--- src/rtl/owm_pkg.sv ---
// ----------------------------------------------------------------------------
// owm_pkg
// Types and constants shared by the 1-Wire bus master modules.
// ----------------------------------------------------------------------------
package owm_pkg;

  // Request codes on the input channel
  localparam logic [1:0] REQ_TICK  = 2'd0;
  localparam logic [1:0] REQ_RESET = 2'd1;
  localparam logic [1:0] REQ_WRITE = 2'd2;
  localparam logic [1:0] REQ_READ  = 2'd3;

  // Configuration register indexes
  localparam int unsigned CFG_IDX_W = 3;
  localparam logic [CFG_IDX_W-1:0] CFG_RESET_LOW     = 3'd0;
  localparam logic [CFG_IDX_W-1:0] CFG_PRESENCE_WAIT = 3'd1;
  localparam logic [CFG_IDX_W-1:0] CFG_SLOT_LOW      = 3'd2;
  localparam logic [CFG_IDX_W-1:0] CFG_WRITE_HOLD    = 3'd3;
  localparam logic [CFG_IDX_W-1:0] CFG_READ_SAMPLE   = 3'd4;
  localparam logic [CFG_IDX_W-1:0] CFG_READ_RECOVERY = 3'd5;

  // Register width and reset values
  localparam int unsigned CFG_W = 16;
  localparam logic [CFG_W-1:0] RESET_LOW_DEF     = 16'd480;
  localparam logic [CFG_W-1:0] PRESENCE_WAIT_DEF = 16'd50;
  localparam logic [CFG_W-1:0] SLOT_LOW_DEF      = 16'd1;
  localparam logic [CFG_W-1:0] WRITE_HOLD_DEF    = 16'd100;
  localparam logic [CFG_W-1:0] READ_SAMPLE_DEF   = 16'd100;
  localparam logic [CFG_W-1:0] READ_RECOVERY_DEF = 16'd100;

  // Bits per byte transfer
  localparam logic [3:0] BYTE_BITS = 4'd8;

  typedef enum logic [2:0] {
    PH_IDLE     = 3'd0,
    PH_RST_LOW  = 3'd1,
    PH_RST_WAIT = 3'd2,
    PH_SLOT_LOW = 3'd3,
    PH_WR_HOLD  = 3'd4,
    PH_RD_WAIT  = 3'd5,
    PH_RD_RECOV = 3'd6
  } phase_t;

  typedef struct packed {
    logic [CFG_W-1:0] reset_low_ticks;
    logic [CFG_W-1:0] presence_wait_ticks;
    logic [CFG_W-1:0] slot_low_ticks;
    logic [CFG_W-1:0] write_hold_ticks;
    logic [CFG_W-1:0] read_sample_ticks;
    logic [CFG_W-1:0] read_recovery_ticks;
  } cfg_t;

  // Sequencer state apart from the tick counter
  typedef struct packed {
    phase_t     phase;
    logic [1:0] operation;
    logic [7:0] shift_bits;
    logic [3:0] bits_left;
  } seq_t;

  typedef struct packed {
    logic       drive_low;
    logic       done_res;
    logic       presence;
    logic [7:0] rx_byte;
    logic       refused;
  } res_t;

endpackage

--- src/rtl/one_wire_bus_master.sv ---
// ----------------------------------------------------------------------------
// one_wire_bus_master
// 1-Wire bus master stepped by one-microsecond tick requests: bus reset with
// presence detect, write byte and read byte, LSB first.
// ----------------------------------------------------------------------------
// Results: each accepted request's result is registered in the result buffer.
// Throughput: one request per cycle while in_stall is low; each request is one counter and phase
// update in a single combinational step ahead of the result buffer.
// Reset: synchronous, active low; sequencer idles, registers take defaults.
// ----------------------------------------------------------------------------
module one_wire_bus_master #(
  parameter int unsigned COUNT_WIDTH = 16
) (
  input  logic                            clk,
  input  logic                            rst_n,
  input  logic                            cfg_wr_en,
  input  logic [owm_pkg::CFG_IDX_W-1:0]   cfg_index,
  input  logic [owm_pkg::CFG_W-1:0]       cfg_data,
  input  logic                            in_valid,
  output logic                            in_stall,
  input  logic [1:0]                      in_req_type,
  input  logic [7:0]                      in_tx_byte,
  input  logic                            in_line_level,
  output logic                            out_valid,
  input  logic                            out_stall,
  output logic                            out_drive_low,
  output logic                            out_done_res,
  output logic                            out_presence,
  output logic [7:0]                      out_rx_byte,
  output logic                            out_refused
);
  import owm_pkg::*;

  cfg_t                   cfg_r;
  seq_t                   seq_r, seq_nxt;
  logic [COUNT_WIDTH-1:0] tick_count_r, tick_count_nxt;
  res_t                   step_res;
  res_t                   out_res;
  logic                   in_accept;

  assign in_accept = in_valid && !in_stall;

  // Configuration registers; writes past the list are dropped
  always_ff @(posedge clk) begin
    if (!rst_n) begin
      cfg_r.reset_low_ticks     <= RESET_LOW_DEF;
      cfg_r.presence_wait_ticks <= PRESENCE_WAIT_DEF;
      cfg_r.slot_low_ticks      <= SLOT_LOW_DEF;
      cfg_r.write_hold_ticks    <= WRITE_HOLD_DEF;
      cfg_r.read_sample_ticks   <= READ_SAMPLE_DEF;
      cfg_r.read_recovery_ticks <= READ_RECOVERY_DEF;
    end else if (cfg_wr_en) begin
      unique case (cfg_index)
        CFG_RESET_LOW:     cfg_r.reset_low_ticks     <= cfg_data;
        CFG_PRESENCE_WAIT: cfg_r.presence_wait_ticks <= cfg_data;
        CFG_SLOT_LOW:      cfg_r.slot_low_ticks      <= cfg_data;
        CFG_WRITE_HOLD:    cfg_r.write_hold_ticks    <= cfg_data;
        CFG_READ_SAMPLE:   cfg_r.read_sample_ticks   <= cfg_data;
        CFG_READ_RECOVERY: cfg_r.read_recovery_ticks <= cfg_data;
        default: ;
      endcase
    end
  end

  owm_step #(
    .COUNT_WIDTH (COUNT_WIDTH)
  ) u_step (
    .req_type       (in_req_type),
    .tx_byte        (in_tx_byte),
    .line_level     (in_line_level),
    .cfg            (cfg_r),
    .seq            (seq_r),
    .tick_count     (tick_count_r),
    .seq_nxt        (seq_nxt),
    .tick_count_nxt (tick_count_nxt),
    .res            (step_res)
  );

  // Advance the sequencer on each accepted request
  always_ff @(posedge clk) begin
    if (!rst_n) begin
      seq_r.phase      <= PH_IDLE;
      seq_r.operation  <= REQ_TICK;
      seq_r.shift_bits <= 8'd0;
      seq_r.bits_left  <= 4'd0;
      tick_count_r     <= '0;
    end else if (in_accept) begin
      seq_r        <= seq_nxt;
      tick_count_r <= tick_count_nxt;
    end
  end

  owm_obuf u_obuf (
    .clk        (clk),
    .rst_n      (rst_n),
    .push_valid (in_valid),
    .push_data  (step_res),
    .push_stall (in_stall),
    .out_valid  (out_valid),
    .out_stall  (out_stall),
    .out_data   (out_res)
  );

  assign out_drive_low = out_res.drive_low;
  assign out_done_res  = out_res.done_res;
  assign out_presence  = out_res.presence;
  assign out_rx_byte   = out_res.rx_byte;
  assign out_refused   = out_res.refused;

endmodule

--- src/rtl/owm_step.sv ---
// ----------------------------------------------------------------------------
// owm_step
// Next-state and result logic for one tick request of the bus sequencer.
// ----------------------------------------------------------------------------
module owm_step #(
  parameter int unsigned COUNT_WIDTH = 16
) (
  input  logic [1:0]             req_type,
  input  logic [7:0]             tx_byte,
  input  logic                   line_level,
  input  owm_pkg::cfg_t          cfg,
  input  owm_pkg::seq_t          seq,
  input  logic [COUNT_WIDTH-1:0] tick_count,
  output owm_pkg::seq_t          seq_nxt,
  output logic [COUNT_WIDTH-1:0] tick_count_nxt,
  output owm_pkg::res_t          res
);
  import owm_pkg::*;

  localparam int unsigned DW = (COUNT_WIDTH > CFG_W) ? COUNT_WIDTH : CFG_W;
  localparam logic [COUNT_WIDTH-1:0] CNT_MAX = {COUNT_WIDTH{1'b1}};
  localparam logic [DW-1:0] CNT_MAX_W = DW'(CNT_MAX);
  localparam logic [DW-1:0] ONE_W = DW'(1);

  logic                   cmd;
  logic                   start;
  phase_t                 ph;
  logic [1:0]             op;
  logic [COUNT_WIDTH-1:0] tc;
  logic [7:0]             sb;
  logic [3:0]             bl;
  logic [CFG_W-1:0]       dur_raw;
  logic                   dur_ok;
  logic [DW-1:0]          raw_w;
  logic [DW-1:0]          dur_w;
  logic [COUNT_WIDTH-1:0] tc_inc;
  logic                   expire;
  logic [7:0]             sb_wr;
  logic [7:0]             sb_rd;
  logic                   bit_done;
  logic [3:0]             bl_dec;
  logic                   last_bit;

  // Take a new command only when idle
  assign cmd   = (req_type != REQ_TICK);
  assign start = cmd && (seq.phase == PH_IDLE);

  always_comb begin
    if (start) begin
      ph = (req_type == REQ_RESET) ? PH_RST_LOW : PH_SLOT_LOW;
      op = req_type;
      tc = '0;
      sb = (req_type == REQ_WRITE) ? tx_byte : 8'd0;
      bl = BYTE_BITS;
    end else begin
      ph = seq.phase;
      op = seq.operation;
      tc = tick_count;
      sb = seq.shift_bits;
      bl = seq.bits_left;
    end
  end

  // Pick the duration of the current phase
  always_comb begin
    dur_ok = 1'b1;
    unique case (ph)
      PH_RST_LOW:  dur_raw = cfg.reset_low_ticks;
      PH_RST_WAIT: dur_raw = cfg.presence_wait_ticks;
      PH_SLOT_LOW: dur_raw = cfg.slot_low_ticks;
      PH_WR_HOLD:  dur_raw = cfg.write_hold_ticks;
      PH_RD_WAIT:  dur_raw = cfg.read_sample_ticks;
      PH_RD_RECOV: dur_raw = cfg.read_recovery_ticks;
      default: begin
        dur_raw = '0;
        dur_ok  = 1'b0;
      end
    endcase
  end

  // Treat zero as one, cut at the counter limit
  assign raw_w = DW'(dur_raw);
  assign dur_w = (raw_w == '0) ? ONE_W : ((raw_w > CNT_MAX_W) ? CNT_MAX_W : raw_w);

  // Saturating tick counter and phase end
  assign tc_inc = (tc == CNT_MAX) ? tc : tc + 1'b1;
  assign expire = dur_ok && (ph != PH_IDLE) && (DW'(tc_inc) >= dur_w);

  // Shift data and bit bookkeeping
  assign sb_wr    = {1'b0, sb[7:1]};
  assign sb_rd    = {line_level, sb[7:1]};
  assign bl_dec   = (bl != 4'd0) ? bl - 4'd1 : 4'd0;
  assign last_bit = (bl_dec == 4'd0);

  always_comb begin
    bit_done = 1'b0;
    if (expire) begin
      unique case (ph)
        PH_WR_HOLD:  bit_done = 1'b1;
        PH_RD_WAIT:  bit_done = (cfg.read_recovery_ticks == '0);
        PH_RD_RECOV: bit_done = 1'b1;
        default:     bit_done = 1'b0;
      endcase
    end
  end

  // Next state
  always_comb begin
    seq_nxt.operation  = op;
    seq_nxt.shift_bits = sb;
    seq_nxt.bits_left  = bl;
    seq_nxt.phase      = ph;
    tick_count_nxt     = tc;
    if (ph != PH_IDLE) begin
      if (!dur_ok) begin
        seq_nxt.phase  = PH_IDLE;
        tick_count_nxt = '0;
      end else if (!expire) begin
        tick_count_nxt = tc_inc;
      end else begin
        tick_count_nxt = '0;
        unique case (ph)
          PH_RST_LOW:  seq_nxt.phase = PH_RST_WAIT;
          PH_RST_WAIT: seq_nxt.phase = PH_IDLE;
          PH_SLOT_LOW: seq_nxt.phase = (op == REQ_WRITE) ? PH_WR_HOLD : PH_RD_WAIT;
          PH_WR_HOLD:  seq_nxt.shift_bits = sb_wr;
          PH_RD_WAIT: begin
            seq_nxt.shift_bits = sb_rd;
            if (!bit_done) begin
              seq_nxt.phase = PH_RD_RECOV;
            end
          end
          default: seq_nxt.phase = ph;
        endcase
        if (bit_done) begin
          seq_nxt.bits_left = bl_dec;
          seq_nxt.phase     = last_bit ? PH_IDLE : PH_SLOT_LOW;
        end
      end
    end
  end

  // Result flags
  always_comb begin
    res.refused   = cmd && !start;
    res.presence  = 1'b0;
    res.done_res  = 1'b0;
    res.rx_byte   = 8'd0;
    unique case (ph)
      PH_RST_LOW:  res.drive_low = 1'b1;
      PH_SLOT_LOW: res.drive_low = 1'b1;
      PH_WR_HOLD:  res.drive_low = ~sb[0];
      default:     res.drive_low = 1'b0;
    endcase
    if (expire && (ph == PH_RST_WAIT)) begin
      res.done_res = 1'b1;
      res.presence = ~line_level;
    end
    if (bit_done && last_bit) begin
      res.done_res = 1'b1;
      if (op == REQ_READ) begin
        res.rx_byte = (ph == PH_RD_WAIT) ? sb_rd : sb;
      end
    end
  end

endmodule

--- src/rtl/owm_obuf.sv ---
// ----------------------------------------------------------------------------
// owm_obuf
// Two-entry result buffer: output register plus skid register.
// ----------------------------------------------------------------------------
module owm_obuf (
  input  logic          clk,
  input  logic          rst_n,
  input  logic          push_valid,
  input  owm_pkg::res_t push_data,
  output logic          push_stall,
  output logic          out_valid,
  input  logic          out_stall,
  output owm_pkg::res_t out_data
);
  import owm_pkg::*;

  logic main_valid_r, main_valid_nxt;
  logic skid_valid_r, skid_valid_nxt;
  res_t main_r, main_nxt;
  res_t skid_r, skid_nxt;
  logic push;
  logic pop;

  assign push_stall = skid_valid_r;
  assign push       = push_valid && !skid_valid_r;
  assign pop        = main_valid_r && !out_stall;

  // Move results between the two entries
  always_comb begin
    main_valid_nxt = main_valid_r;
    skid_valid_nxt = skid_valid_r;
    main_nxt       = main_r;
    skid_nxt       = skid_r;
    if (!main_valid_r || pop) begin
      if (skid_valid_r) begin
        main_nxt       = skid_r;
        main_valid_nxt = 1'b1;
        skid_valid_nxt = 1'b0;
      end else begin
        main_nxt       = push_data;
        main_valid_nxt = push;
      end
    end else if (push) begin
      skid_nxt       = push_data;
      skid_valid_nxt = 1'b1;
    end
  end

  always_ff @(posedge clk) begin
    if (!rst_n) begin
      main_valid_r <= 1'b0;
      skid_valid_r <= 1'b0;
    end else begin
      main_valid_r <= main_valid_nxt;
      skid_valid_r <= skid_valid_nxt;
    end
  end

  always_ff @(posedge clk) begin
    main_r <= main_nxt;
    skid_r <= skid_nxt;
  end

  assign out_valid = main_valid_r;
  assign out_data  = main_r;

endmodule

--- config.mk ---
export PLATFORM = sky130hd
export DESIGN_NAME = one_wire_bus_master
export DESIGN_NICKNAME = d
export VERILOG_FILES = /design/src/rtl/owm_pkg.sv /design/src/rtl/one_wire_bus_master.sv /design/src/rtl/owm_step.sv /design/src/rtl/owm_obuf.sv
export SDC_FILE = /design/constraint.sdc
export NUM_CORES = 1
export LEC_CHECK = 0
export BUFFER_PORTS_ARGS = -buffer_cell sky130_fd_sc_hd__buf_2
export CAP_MARGIN = 30
export CORE_MARGIN = 5
export CORE_UTILIZATION = 34
export DETAILED_ROUTE_END_ITERATION = 8
export PLACE_DENSITY = 0.47
export SYNTH_ARGS = -nofsm -noshare
export SYNTH_HDL_FRONTEND = slang
export SYNTH_SLANG_ARGS = --single-unit
--- constraint.sdc ---
create_clock -name clk -period 7.3 [get_ports clk]
set_clock_uncertainty 0.2 [all_clocks]
set_input_delay 0.73 -clock clk [delete_from_list [all_inputs] [get_ports clk]]
set_output_delay 0.73 -clock clk [all_outputs]
set_load 0.05 [all_outputs]
* Yosys cells after proc, flatten, opt, wreduce, memory -nomap -nowiden *
Cells that the tools add are included.

storage, ports and cells
  register bits = 155
  latch bits = 0
  RAM bits = 0
  bits in read-only memories = 0
  output and inout port bits = 14
  memories kept = 0

operators by class
  $add $sub $neg = 2
  multiply operators = 0
  div/mod/pow operators = 0
  $lt $le $gt $ge = 2
  equality and inequality tests = 16
  shift operators = 0
  multiplexer cells = 38
  bitwise gates (word level) = 4
  reduce and logical (&&, ||, !) cells = 32

operators by type and width
  operator                                                number
  two-way mux 16 bit                                      7
  case mux 16 bit (6 select lines)                        1
  two-way mux 12 bit                                      4
  two-way mux 8 bit                                       5
  zero test 16 bit                                        2
  adder 16 x 1 -> 16 bit (second input constant)          1
  equality test 16 bit (second input constant)            1
  greater-or-equal comparator 16 bit                      1
  greater-than comparator 16 bit (second input constant)  1
  case mux 8 bit (2 select lines)                         1
  equality test 3 bit (second input constant)             5
  two-way mux 3 bit                                       5
  AND reduction 2 bit                                     7
  equality test 3 x 2 -> 1 bit (second input constant)    4
  two-way mux 4 bit                                       3
  case mux 3 bit (4 select lines)                         1
  logical AND 1 bit                                       8
  two-way mux 2 bit                                       4
  equality test 2 bit (second input constant)             3
  equality test 3 x 1 -> 1 bit (second input constant)    2
  zero test 3 bit                                         2
  OR reduction 2 bit                                      3
  OR reduction 6 bit                                      1
  two-way mux 1 bit                                       5
  10 further kinds                                        17

* Depth between registers and ports, before layout *
  word-level depth = 15
  depth in mapped cells = 20
  gate-level depth less buffers = 17

* Modules after synthesis *
A second synthesis with hierarchy kept.

unflattened totals
  cell total of the unflattened synthesis = 947
  area total of the unflattened synthesis = 8271.7 um^2

by module, submodules not included
  module               times used  cells an instance  area each (um^2)  sequential area each (um^2)
  one_wire_bus_master  1           486                4531.8            2582.5
  owm_step             1           417                2795.2            0.0
  owm_obuf             1           44                 944.7             760.7

* Worst setup path before layout *
Ideal clock, no wire load.

  path type = input to register
  from = in in_req_type[0]
  to = reg u_obuf.main_r, in the netlist u_obuf.out_data[8] (data pin)
  data arrival time = 4646 ps
  data required time = 6931 ps
  path slack = 2285 ps
  cell stages on the path = 17
  path buffers = 2
  cell sequence = or2_2 > nand2_1 > and2_1 > ha_1 > nand4_1 > or4_1 > buf_2 > and3b_2 > xnor2_1 > ha_1 > and4_1 > o211ai_1 > o32ai_1 > nor2_1 > or3_1 > clkbuf_1 > o31ai_1

on the way
  cells in the longest elaborated chain, start to end = 14

RTL lines
  element                                                                    RTL line                        source
  from (decl)                                                                one_wire_bus_master.sv:21       input logic [1:0] in_req_type,
  equality test 2 x 1 -> 1 bit / nonzero test 2 bit (equally long branches)  owm_step.sv:50, owm_step.sv:45
  two-way mux 2 bit / logical AND 1 bit (equally long branches)              owm_step.sv:50, owm_step.sv:46
  two-way mux 3 bit                                                          owm_step.sv:49                  if (start) begin
  equality test 3 bit (tied with other cells)                                owm_step.sv:67, owm_step.sv:98
  case mux 16 bit (6 select lines)                                           owm_step.sv:67                  unique case (ph)
  greater-than comparator 16 bit                                             owm_step.sv:83                  assign dur_w = (raw_w == '0) ? ONE_W : ((raw_w > CNT_MAX_W) ? CNT_MAX_W : raw_w);
  two-way mux 16 bit (2 in a row)                                            owm_step.sv:83
  greater-or-equal comparator 16 bit                                         owm_step.sv:87                  assign expire = dur_ok && (ph != PH_IDLE) && (DW'(tc_inc) >= dur_w);
  logical AND 1 bit                                                          owm_step.sv:87
  two-way mux 1 bit                                                          owm_step.sv:97                  if (expire) begin
  logical AND 1 bit                                                          owm_step.sv:159                 if (bit_done && last_bit) begin
  two-way mux 8 bit (*)                                                      owm_step.sv:159
  two-way mux 12 bit (*)                                                     owm_obuf.sv:35                  if (skid_valid_r) begin
  to (signal assigned)                                                       owm_obuf.sv:60                  main_r <= main_nxt;
  to (decl)                                                                  owm_obuf.sv:19                  res_t main_r, main_nxt;

Every way passes the cells marked *; elsewhere a longest branch is shown, timed or not.
A chain may end at the register's enable or synchronous reset.

* Worst setup path in the final report *
  from = reg seq_r[15] in the netlist's numbering
  to = reg seq_r[1] in the netlist's numbering

on the way
  cells in the longest elaborated chain, start to end = 15

RTL lines
  element                                      RTL line                        source
  from (decl)                                  one_wire_bus_master.sv:35       seq_t seq_r, seq_nxt;
  from (signal assigned)                       one_wire_bus_master.sv:88       seq_r <= seq_nxt;
  zero test 3 bit                              owm_step.sv:46                  assign start = cmd && (seq.phase == PH_IDLE);
  logical AND 1 bit                            owm_step.sv:46
  two-way mux 3 bit                            owm_step.sv:49
  equality test 3 bit (tied with other cells)  owm_step.sv:67, owm_step.sv:98
  case mux 16 bit (6 select lines)             owm_step.sv:67
  greater-than comparator 16 bit               owm_step.sv:83
  two-way mux 16 bit (2 in a row)              owm_step.sv:83
  greater-or-equal comparator 16 bit           owm_step.sv:87
  logical AND 1 bit                            owm_step.sv:87
  two-way mux 1 bit                            owm_step.sv:97
  two-way mux 4 bit                            owm_step.sv:135                 if (bit_done) begin
  two-way mux 12 bit                           owm_step.sv:118                 end else if (!expire) begin
  two-way mux 12 bit                           owm_step.sv:115                 if (!dur_ok) begin
  two-way mux 12 bit (*)                       owm_step.sv:114                 if (ph != PH_IDLE) begin

Marked as above.

==> parameters.txt <==
Parameter                              Value

Synthesis
  Part of the Yosys area used for sequential elements    ~42%
  Yosys cell types    64
  Warnings, synthesis    0
  Avg Inst Size Synth    ~8.0 sq um
  Ys flop type    sky130_fd_sc_hd__dfxtp_1
  Summed instance area of the synthesized netlist    between 7000 and 8000 sq um
  Number of enable flip-flop cells after synthesis    24
  Share of flip-flops with an asynchronous set or reset    0%
  Number of instances in the synthesized netlist    988
  Nets in the synthesized netlist    between 1000 and 1500
  Yosys reg bits    about 160

Floorplanning
  Core ar.    between 20000 and 25000 sq um
  Die footprint    26400 sq um
  Y dimension of the die    163 um
  Horiz. Die Dim    163 um
  Top-level port count    a little under 50
  Effective utilization at floorplan    about a third
  Count of standard-cell rows    55

Routing
  Post-route DRC    0
  Vias    7164
  Iteration-0 DRC count of the detailed router    slightly below 600
  Wire length after detailed routing    between 20000 and 25000 um
  Drt via density    about 5.4
  First-pass detailed-route iteration total    6
  Post-DRT Antenna Nets    0
  Detailed-route wire length per cell    between 15 and 20 um

STA
  Slew margin rel.    38.1%
  Post-route setup TNS    0 ns
  Unrepaired setup endpoints after global routing    no
  Final max-slew violation count    0
  Count of endpoints failing hold in the final timing report    0
  Post-route worst hold slack    approximately 0.25 ns
  Fmax    about 170 MHz
  Transition at the pin with the smallest max-transition slack    between 0.9 and 1 ns
  Final setup viols    0
  Crit path setup slack, layout    approximately 1.3 ns
  Ratio of final minimum period to clock period    82.1%
  Time the final worst path needs with I/O delays and setup    roughly 6.0 ns

Power
  Clock Power Share    40.4%
  Final Total Pwr    approximately 2.3 mW
  Switching share of power    between 30% and 40%
  Proportion of power drawn by combinational gates    19.3%
  Power Density    around 250 nW/um^2
  Seq pwr share    between 40% and 50%
  Peak supply drop    0.119 mV
  Internal power consumption    approximately 1.5 mW
  Psw    0.750 mW
  Leakage Power    roughly 3.3 nW

Global routing
  Antenna violations before repair    0
  GRT Total Usage    a little under a fifth
  Total global routing overflow    0
  Maximum number of pins on one net before global-route repair    90
  First-pass GRT wire length    slightly below 40000 um
  Number of global-route vias before repair    6762

Place
  Half-perimeter wire length after placement    16700 um
  Setup Slack @ Placement    between 1 and 1.5 ns
  Total cell area at the placement stage    approximately 8500 sq um
  I/O Buffers    48
  Final weighted congestion of routability-driven global placement    around 0.83
  # placed instances    approximately 1300

Clock network
  Count of hold-fix buffers inserted at cts    0
  Post-CTS Resized    0
  Clock Path Buffers    2
  Reg clk slew, reported paths    ~0.070 ns
  CTS H-tree depth    4
  Buffers inserted by post-CTS timing repair    0
  Inserted Clock Buffers    17
  Sink Count    about 160
  CTS tree    yes
  Skew-Pair Late Insertion Delay    around 0.44 ns
  Clock root cell    sky130_fd_sc_hd__clkbuf_16

Layout
  Post-synthesis to final-layout area growth    14.9%
  Antenna diodes    0
  Number of nets in the finished design    about 1100
  Most used cells in the layout excluding fill and tap cells    241 x sky130_fd_sc_hd__nand2_1, 131 x sky130_fd_sc_hd__dfxtp_1, 104 x sky130_fd_sc_hd__a21oi_1
  Post-route cell area    9090 sq um
  Non-filler instance count after layout    1337
  Fraction of layout cells with a size suffix above 1    around 12%
  Util after Layout    roughly two fifths
  Commonest non-fill, non-tap cell in the layout    sky130_fd_sc_hd__nand2_1

Critical path
  Crit path DAT    slightly above 6 ns
  Startpoint-to-endpoint class of the critical path    register to register
  Highest fanout seen on the critical path    25
  Startpoint kind of the worst setup timing path    register
  Crit. End Element    register
  Required time of the worst setup path    7.43 ns

Status
  Run status    completed

Job
  Maximum capacitance violations    0

Min path
  Worst hold-check path type    register to register
synth_stat cells, drive strengths merged (4+ instances only):
cell / number / area, sq um
a211oi: 6 / 45.0
a21oi: 104 / 521
a221o: 4 / 40.0
a221oi: 6 / 52.6
a22o: 5 / 43.8
a22oi: 13 / 97.6
a31oi: 15 / 93.8
a32oi: 16 / 140
and2: 20 / 125
and3: 4 / 30.0
and4: 4 / 35.0
buf: 12 / 52.6
clkbuf: 52 / 195
dfxtp: 131 / 2620
edfxtp: 24 / 721
ha: 17 / 213
inv: 28 / 105
mux2: 8 / 90.1
mux2i: 15 / 150
nand2: 241 / 905
nand2b: 13 / 81.3
nand3: 37 / 185
nand4: 10 / 62.6
nor2: 36 / 143
nor2b: 29 / 181
nor3: 11 / 55.1
nor4: 7 / 50.1
o2111ai: 8 / 70.1
o211ai: 9 / 67.6
o21a: 5 / 37.5
o21ai: 24 / 124
o22ai: 7 / 43.8
o31ai: 8 / 60.1
or2: 5 / 31.3
or3: 8 / 51.3
or4: 5 / 37.5
xnor2: 8 / 70.1
xor2: 5 / 43.8
registers in the layout, summed over array words and instances (netlist names):
name               flops
u_obuf.push_stall      1
u_obuf.out_valid       1
u_obuf.skid_r         12
cfg_r                 96
u_obuf.out_data       12
seq_r                 17
tick_count_r          16
worst paths after layout:
kind | startpoint | to | slack, ns | cells after the start
max | seq_r[15]$_SDFFE_PN0P_ | seq_r[1]$_SDFFE_PN0P_ | 1.30 | 18
min | cfg_r[40]$_SDFFE_PN0P_ | cfg_r[40]$_SDFFE_PN0P_ | 0.25 | 2
max reg2reg | seq_r[15]$_SDFFE_PN0P_ | seq_r[1]$_SDFFE_PN0P_ | 1.30 | 18
min reg2reg | cfg_r[40]$_SDFFE_PN0P_ | cfg_r[40]$_SDFFE_PN0P_ | 0.25 | 2
layout make-up:
class	count	area (sq um)
Tap cell	313	392
Clock inverter	14	170
Fill cell	2407	13700
Multi-Input combinational cell	741	4230
Timing Repair Buffer	68	410
Inverter	28	106
Sequential cell	155	3340
Clock buffer	18	439
worst max-delay path, cell delays in order (launching register included):
cell and delay (ns):
sky130_fd_sc_hd__dfxtp_1 0.52, sky130_fd_sc_hd__nor3_1 0.69, sky130_fd_sc_hd__nand2_1 0.10, sky130_fd_sc_hd__buf_4 0.25
sky130_fd_sc_hd__and2_1 0.20, sky130_fd_sc_hd__ha_1 0.22, sky130_fd_sc_hd__nand4_1 0.23, sky130_fd_sc_hd__nor3_1 0.15
sky130_fd_sc_hd__or3_2 0.52, sky130_fd_sc_hd__nor2_1 0.21, sky130_fd_sc_hd__xnor2_1 0.18, sky130_fd_sc_hd__nor2_1 0.09
sky130_fd_sc_hd__ha_1 0.33, sky130_fd_sc_hd__and4_1 0.22, sky130_fd_sc_hd__o211ai_1 0.14, sky130_fd_sc_hd__o32a_1 0.41
sky130_fd_sc_hd__a21boi_0 0.69, sky130_fd_sc_hd__a211oi_1 0.24, sky130_fd_sc_hd__a22o_1 0.28
power by group through the flow:
stage / Combinational (mW) / Sequential [mW] / Clock, mW
final: 0.440 / 0.921 / 0.923
after global routing: 0.480 / 0.925 / 0.984
after CTS: 0.440 / 0.921 / 0.945
after detailed placement: 0.438 / 0.940 / 0
after global placement: 0.433 / 0.939 / 0
after floorplan: 0.273 / 0.957 / 0
kinds of logic after synthesis:
group | after synthesis | share of synthesized area, %
AO/OA/AOI/OAI | 248 | 20.2
XOR/XNOR | 13 | 1.44
adder cells (fa/ha/maj) | 17 | 2.69
buffers and inverters | 92 | 4.46
flip-flops | 155 | 42.2
multiplexers | 23 | 3.03
AND/OR/NAND/NOR | 440 | 26.0
layer usage:
layer	global-route usage (%)	vias up	wire (um)
li1	-	3567	-
met1	25.7	3412	11700
met2	29.9	163	11500
met3	3.39	22	1030
met4	4.42	0	280
met5	0	-	0
Power figures use the tool's default switching activity.
